File: src/rtl/cftc_pkg.sv
package cftc_pkg;

  // Result status codes
  typedef enum logic [1:0] {
    ST_OK  = 2'd0,
    ST_MAX = 2'd1,
    ST_MIN = 2'd2
  } status_e;

  // Range limits on the year, then on the packed sub-year key
  localparam logic signed [15:0] YEAR_MAX = 16'sd29228;
  localparam logic signed [15:0] YEAR_MIN = -16'sd29228;

  localparam int unsigned KEY_W = 50;
  localparam logic [KEY_W-1:0] KEY_MAX =
    {4'd2, 5'd8, 5'd2, 6'd48, 6'd5, 10'd477, 10'd580, 4'd7};
  localparam logic [KEY_W-1:0] KEY_MIN =
    {4'd11, 5'd23, 5'd21, 6'd11, 6'd54, 10'd522, 10'd419, 4'd3};

  // Tick weights (100 ns units)
  localparam logic [40:0] TICKS_HOUR = 41'd36000000000;
  localparam logic [35:0] TICKS_MIN  = 36'd600000000;
  localparam logic [29:0] TICKS_SEC  = 30'd10000000;
  localparam logic [23:0] TICKS_MS   = 24'd10000;
  localparam logic [13:0] TICKS_US   = 14'd10;

  // One day is DAY_MULT << DAY_SHIFT ticks
  localparam logic signed [51:0] DAY_MULT  = 52'sd52734375;
  localparam int unsigned        DAY_SHIFT = 14;

  localparam logic [63:0] TICK_HALF = 64'h8000_0000_0000_0000;
  localparam logic [63:0] SAT_HIGH  = 64'hFFFF_FFFF_FFFF_FFFF;
  localparam logic [63:0] SAT_LOW   = 64'd1;

  // Days before a month in a common year; month zero counts none,
  // months above twelve count the whole year
  function automatic logic [8:0] days_before(input logic [3:0] month);
    logic [8:0] d;
    case (month)
      4'd0, 4'd1: d = 9'd0;
      4'd2:       d = 9'd31;
      4'd3:       d = 9'd59;
      4'd4:       d = 9'd90;
      4'd5:       d = 9'd120;
      4'd6:       d = 9'd151;
      4'd7:       d = 9'd181;
      4'd8:       d = 9'd212;
      4'd9:       d = 9'd243;
      4'd10:      d = 9'd273;
      4'd11:      d = 9'd304;
      4'd12:      d = 9'd334;
      default:    d = 9'd365;
    endcase
    return d;
  endfunction

endpackage

File: src/rtl/calendar_fields_to_tick_count_unit.sv
// Calendar date/time to 100 ns tick count.
//
// Input channel: in_valid_i / in_stall_o with the year..hundred_ns fields.
// A transfer happens on a rising edge where in_valid_i is high and
// in_stall_o is low. Output channel: out_valid_o / out_stall_i with
// instant_o (ticks offset by 2^63) and status_o (ok, saturated high,
// saturated low).
//
// Three register stages: range check, day count and time-field products;
// day-count multiply and time sum; final add. An input transfer passes
// through stages 1, 2 and 3 in order to out_valid_o, and one item is
// taken every cycle while in_stall_o is low. A stall on the output only
// holds the pipeline when every stage holds an item; bubbles are squeezed
// out first, so in_stall_o rises only when all three stages are full and
// out_stall_i is high. Reset empties the pipeline (all valid flags low);
// there is no other state.
module calendar_fields_to_tick_count_unit
  import cftc_pkg::*;
(
  input  logic              clk_i,
  input  logic              rst_ni,
  input  logic              in_valid_i,
  output logic              in_stall_o,
  input  logic signed [15:0] year_i,
  input  logic [3:0]        month_i,
  input  logic [4:0]        day_i,
  input  logic [4:0]        hour_i,
  input  logic [5:0]        minute_i,
  input  logic [5:0]        second_i,
  input  logic [9:0]        millisecond_i,
  input  logic [9:0]        microsecond_i,
  input  logic [3:0]        hundred_ns_i,
  output logic              out_valid_o,
  input  logic              out_stall_i,
  output logic [63:0]       instant_o,
  output logic [1:0]        status_o
);

  // Stage enables: a stage loads when empty or when the next one moves
  logic en1, en2, en3;
  logic s1_valid_q, s2_valid_q, s3_valid_q;

  assign en3 = !s3_valid_q || !out_stall_i;
  assign en2 = !s2_valid_q || en3;
  assign en1 = !s1_valid_q || en2;
  assign in_stall_o = !en1;

  // ---------------- stage 1: range check, day count, time products
  logic [KEY_W-1:0]  key;
  logic              above_max, below_min;
  status_e           status_s1_d;
  logic [15:0]       year_mag;
  logic              leap;
  logic [23:0]       year_days;
  logic [23:0]       whole_days;
  logic [8:0]        past_days;
  logic [4:0]        day_off;
  logic signed [25:0] days_s1_d;

  assign key = {month_i, day_i, hour_i, minute_i, second_i,
                millisecond_i, microsecond_i, hundred_ns_i};
  assign above_max = (year_i > YEAR_MAX) || ((year_i == YEAR_MAX) && (key > KEY_MAX));
  assign below_min = (year_i < YEAR_MIN) || ((year_i == YEAR_MIN) && (key < KEY_MIN));

  always_comb begin
    if (above_max) begin
      status_s1_d = ST_MAX;
    end else if (below_min) begin
      status_s1_d = ST_MIN;
    end else begin
      status_s1_d = ST_OK;
    end
  end

  // |year| * 365 + |year| / 4 days; positive years drop the current year
  assign year_mag   = year_i[15] ? 16'(-year_i) : 16'(year_i);
  assign leap       = (year_mag[1:0] == 2'b00);
  assign year_days  = 24'(year_mag) * 24'd365 + 24'(year_mag[15:2]);
  assign whole_days = (!year_i[15] && (year_i != 16'sd0)) ?
                      year_days - (leap ? 24'd366 : 24'd365) : year_days;
  assign past_days  = days_before(month_i) + 9'((leap && (month_i >= 4'd3)) ? 1 : 0);
  assign day_off    = (day_i != 5'd0) ? day_i - 5'd1 : 5'd0;

  always_comb begin
    if (year_i[15]) begin
      days_s1_d = -$signed({2'b00, whole_days});
    end else begin
      days_s1_d = $signed({2'b00, whole_days});
    end
    days_s1_d = days_s1_d + $signed({17'd0, past_days}) + $signed({21'd0, day_off});
  end

  status_e            s1_status_q;
  logic signed [25:0] s1_days_q;
  logic [40:0]        s1_hour_q;
  logic [35:0]        s1_min_q;
  logic [29:0]        s1_sec_q;
  logic [23:0]        s1_ms_q;
  logic [13:0]        s1_us_q;
  logic [3:0]         s1_hns_q;

  always_ff @(posedge clk_i or negedge rst_ni) begin
    if (!rst_ni) begin
      s1_valid_q <= 1'b0;
    end else if (en1) begin
      s1_valid_q <= in_valid_i;
    end
  end

  always_ff @(posedge clk_i) begin
    if (en1 && in_valid_i) begin
      s1_status_q <= status_s1_d;
      s1_days_q   <= days_s1_d;
      s1_hour_q   <= 41'(hour_i) * TICKS_HOUR;
      s1_min_q    <= 36'(minute_i) * TICKS_MIN;
      s1_sec_q    <= 30'(second_i) * TICKS_SEC;
      s1_ms_q     <= 24'(millisecond_i) * TICKS_MS;
      s1_us_q     <= 14'(microsecond_i) * TICKS_US;
      s1_hns_q    <= hundred_ns_i;
    end
  end

  // ---------------- stage 2: day multiply, sub-day sum
  logic signed [51:0] dprod_d;
  logic [40:0]        tsum_d;

  assign dprod_d = $signed({{26{s1_days_q[25]}}, s1_days_q}) * DAY_MULT;
  assign tsum_d  = s1_hour_q + 41'(s1_min_q) + 41'(s1_sec_q) + 41'(s1_ms_q)
                 + 41'(s1_us_q) + 41'(s1_hns_q);

  status_e            s2_status_q;
  logic signed [51:0] s2_dprod_q;
  logic [40:0]        s2_tsum_q;

  always_ff @(posedge clk_i or negedge rst_ni) begin
    if (!rst_ni) begin
      s2_valid_q <= 1'b0;
    end else if (en2) begin
      s2_valid_q <= s1_valid_q;
    end
  end

  always_ff @(posedge clk_i) begin
    if (en2 && s1_valid_q) begin
      s2_status_q <= s1_status_q;
      s2_dprod_q  <= dprod_d;
      s2_tsum_q   <= tsum_d;
    end
  end

  // ---------------- stage 3: offset add and saturation select
  logic [63:0] day_ticks;
  logic [63:0] instant_d;

  assign day_ticks = {{12{s2_dprod_q[51]}}, s2_dprod_q} << DAY_SHIFT;

  always_comb begin
    case (s2_status_q)
      ST_MAX:  instant_d = SAT_HIGH;
      ST_MIN:  instant_d = SAT_LOW;
      default: instant_d = TICK_HALF + day_ticks + 64'(s2_tsum_q);
    endcase
  end

  status_e     s3_status_q;
  logic [63:0] s3_instant_q;

  always_ff @(posedge clk_i or negedge rst_ni) begin
    if (!rst_ni) begin
      s3_valid_q <= 1'b0;
    end else if (en3) begin
      s3_valid_q <= s2_valid_q;
    end
  end

  always_ff @(posedge clk_i) begin
    if (en3 && s2_valid_q) begin
      s3_status_q  <= s2_status_q;
      s3_instant_q <= instant_d;
    end
  end

  assign out_valid_o = s3_valid_q;
  assign instant_o   = s3_instant_q;
  assign status_o    = s3_status_q;

endmodule

File: config.mk
export PLATFORM = sky130hd
export DESIGN_NAME = calendar_fields_to_tick_count_unit
export DESIGN_NICKNAME = d
export VERILOG_FILES = /design/src/rtl/cftc_pkg.sv /design/src/rtl/calendar_fields_to_tick_count_unit.sv
export SDC_FILE = /design/constraint.sdc
export NUM_CORES = 2
export LEC_CHECK = 0
export ABC_AREA = 1
export CORE_UTILIZATION = 55
export CTS_BUF_LIST = sky130_fd_sc_hd__clkbuf_8
export CTS_CLUSTER_SIZE = 12
export DETAILED_ROUTE_END_ITERATION = 8
export DONT_BUFFER_PORTS = 1
export HOLD_SLACK_MARGIN = 0.05
export PLACE_DENSITY_LB_ADDON = 0.2
export SLEW_MARGIN = 15
export SYNTH_ARGS = -nofsm -noshare
export SYNTH_HDL_FRONTEND = slang
export SYNTH_SLANG_ARGS = --single-unit
File: constraint.sdc
create_clock -name clk_i -period 7.48 [get_ports clk_i]
set_clock_uncertainty 0.2 [all_clocks]
set_input_delay 1.496 -clock clk_i [delete_from_list [all_inputs] [get_ports clk_i]]
set_output_delay 1.496 -clock clk_i [all_outputs]
set_load 0.05 [all_outputs]
==> impl_results.md <==
* P&R area growth vs syn at 15.38%
* Grt peak-use layer: met2
* Finished Layout Cells at 5636
* Path type of the worst min-delay path: reg2reg
* Setup ws final at -0.1609 ns
* Part of the cycle the worst path needs at 102.2%
* H-tree Lvls at 2
* Fmax at 0.1309 GHz
* Xor/xnor share of the synthesized area at 5.706%
* Post-synth top cells: inv_1, ha_1, nand2_1
* Die area at 73360 um2
* WP data arrival at 7.91 ns
* CTS Buf Count at 55
* CTS tree: done
* Initial DRC count at 1459
* GRT met1 Usage at 34.68%
* Clock Sinks at 307
* Clk Latency, worst-skew pair at 0.65 ns
* DR vias at 29432
* Final Core Density at 64.16%
* Setup CP Type: in2reg
* Number of synthesized flops with an enable pin at 304
* Pre-CTS WS at -0.9561 ns
* Starting density of the core at 55.61%
* Final Hold Viols at 0
* Family with the most delay on the worst path: simple AND/OR/NAND/NOR gates
* Routed Antenna Nets at 0
* Clock buffer depth at 3
* Ys async rst share at 0.9772%
* DR pass1 iterations at 5
* GR Util met3 at 4.784%
* Die W at 270.8 um
* Clock transition at path regs at 0.06 ns
* Vias in the first global route at 29745
* Die Ht at 270.8 um
* Design area at 45870 um2
* Worst path slowest cell: fa_1
* Root Buffer: clkbuf_8
* Initial antenna violation count at 5
* # Max-Cap Violations at 0
* Port-buffer cells at 0
* Ratio of cells with drive above 1 in the final layout at 15.60%
* Minimum clock period at 7.641 ns
* Synth top area cells: ha_1, edfxtp_1, fa_1
* Cells after DPL at 5484
* Pin count of the biggest net entering global routing at 87
* Crit start category: primary input
* Proportion of synthesized area in mux cells at 0%
* FILL cells at 5991
* Failing checks: setup timing
* Most frequent cell after synthesis: inv_1
* Synthesized flop and latch total at 307
* Worst-margin pin slew at 1.073 ns
* Worst EP required at 7.75 ns
* Largest family of logic cells by synthesized area: adder cells
* Worst Setup End Kind: flip-flop
* CP peak stage delay at 0.50 ns
* Worst-path fanout max at 6
* # DRC at 0
* Slew Viols, Final at 0
* Met2 Use GR at 41.47%
* Top cell type's share of synthesized area at 23.57%
* Status: complete, but fails checks
* Slew Limit Headroom at 28.47%
* Yosys cell types at 56
* Mapped Avg Cell Area at 9.286 um2
* WL final at 92.41 mm
* Syn Nets at 5477
* Total grt overflow at 0
* Post-detailed-route wirelength per cell at 16.40 um
* Post-synthesis adder-cell area fraction at 42.56%
* RSZ-0062 raised after global routing: yes
* Syn Inst Count at 4281
* First-pass GRT wire length at 148.9 mm
* Aggregate global-route resource usage at 25.37%
* Final nets at 5840
* Top_reg_cell synth: edfxtp_1
* Core Area at 71490 um2
* Synth Area in Simple Gates at 12.31%
* Placement Cell Area at 43230 um2
* Compound-Gate Fraction of Synth Area at 7.708%
* DP HPWL at 77.03 mm
* WP buf/inv at 7
* RD Place Congestion at 0.9180
* DR vias/cell at 5.222
* Yosys warns at 0
* Sequential fraction of the synthesis area at 23.15%
* IO Pins at 138
* # rows at 98
* Yosys top cell by area: ha_1
* Syn Std Cell Area at 39750 um2
* Final setup fails at 8
cells in the final DEF, fill, tap and decap left out, types with 121 or more instances in the layout:
cell type,count
nand2_1,522
a21oi_1,247
nor2_1,198
o21ai_0,121
fa_1,376
buf_4,318
edfxtp_1,304
inv_1,862
ha_1,725
xor2_1,169
per-layer routing:
metal / routed length [um] / vias up
met5: 47 / -
met4: 2123 / 8
met3: 5108 / 140
met2: 42700 / 555
met1: 42430 / 14001
li1: - / 14728
through the flow:
stage                TNS [ns]  hold WS (ns)
detailed placement     -11.47        0.2115
global placement       -10.33        0.2005
global route           -4.651        0.2335
floorplan              -4.915        0.2003
CTS                 -0.002486        0.2248
finish                -0.7825        0.2295
logic make-up (layout without fill, tap and decap cells):
logic type / count (synthesis) / in the layout
compound gates: 546 / 546
other cells: 0 / 1
fa+ha+maj: 1126 / 1126
simple gates: 1137 / 1137
buf+inv: 906 / 1310
flops: 307 / 307
xor+xnor: 259 / 259
registers in the layout, summed over array words and instances, names as in the netlist:
| name | flops |
|---|---|
| instant_o | 64 |
| out_valid_o | 1 |
| s1_days_q | 26 |
| s1_hns_q | 4 |
| s1_hour_q | 30 |
| s1_min_q | 27 |
| s1_ms_q | 20 |
| s1_sec_q | 23 |
| s1_status_q | 2 |
| s1_us_q | 13 |
| s1_valid_q | 1 |
| s2_dprod_q | 50 |
| s2_status_q | 2 |
| s2_tsum_q | 41 |
| s2_valid_q | 1 |
| status_o | 2 |
repair_timing:
action                                  CTS  global route
pin swaps                                62           129
hold buffers                              0             0
gates resized for setup                  55           204
buffers inserted                         19            34
endpoints found under the setup margin   10            15
gates cloned                              0             0
final timing paths:
check / from / to / slack, ns / depth (start not counted)
worst max-delay path: year_i[0] / s1_days_q[20] / -0.16 / 39
worst min-delay path: s1_status_q[0] / s2_status_q[0] / 0.23 / 0
worst max register to register: s1_days_q[6] / s2_dprod_q[46] / 0.48 / 22
worst min register to register: s1_status_q[0] / s2_status_q[0] / 0.23 / 0
max in group asynchronous: rst_ni / s2_valid_q / 6.68 / 0
min in group asynchronous: rst_ni / out_valid_o / 0.34 / 0
layout make-up:
cell class	instances	area [um2]	share of cell area, %
Antenna cell	1	2.502	0.005456
Clock inverter	42	375.4	0.8183
Clock buffer	56	770.7	1.680
Sequential cell	307	9204	20.07
Timing Repair Buffer	328	2517	5.488
Inverter	884	3343	7.289
Tap cell	950	1189	2.591
Multi-Input combinational cell	3068	28470	62.06
Power is left out: the tool's default activity adds up to more than one toggle a clock period on the data nets, which glitch-free logic cannot reach.
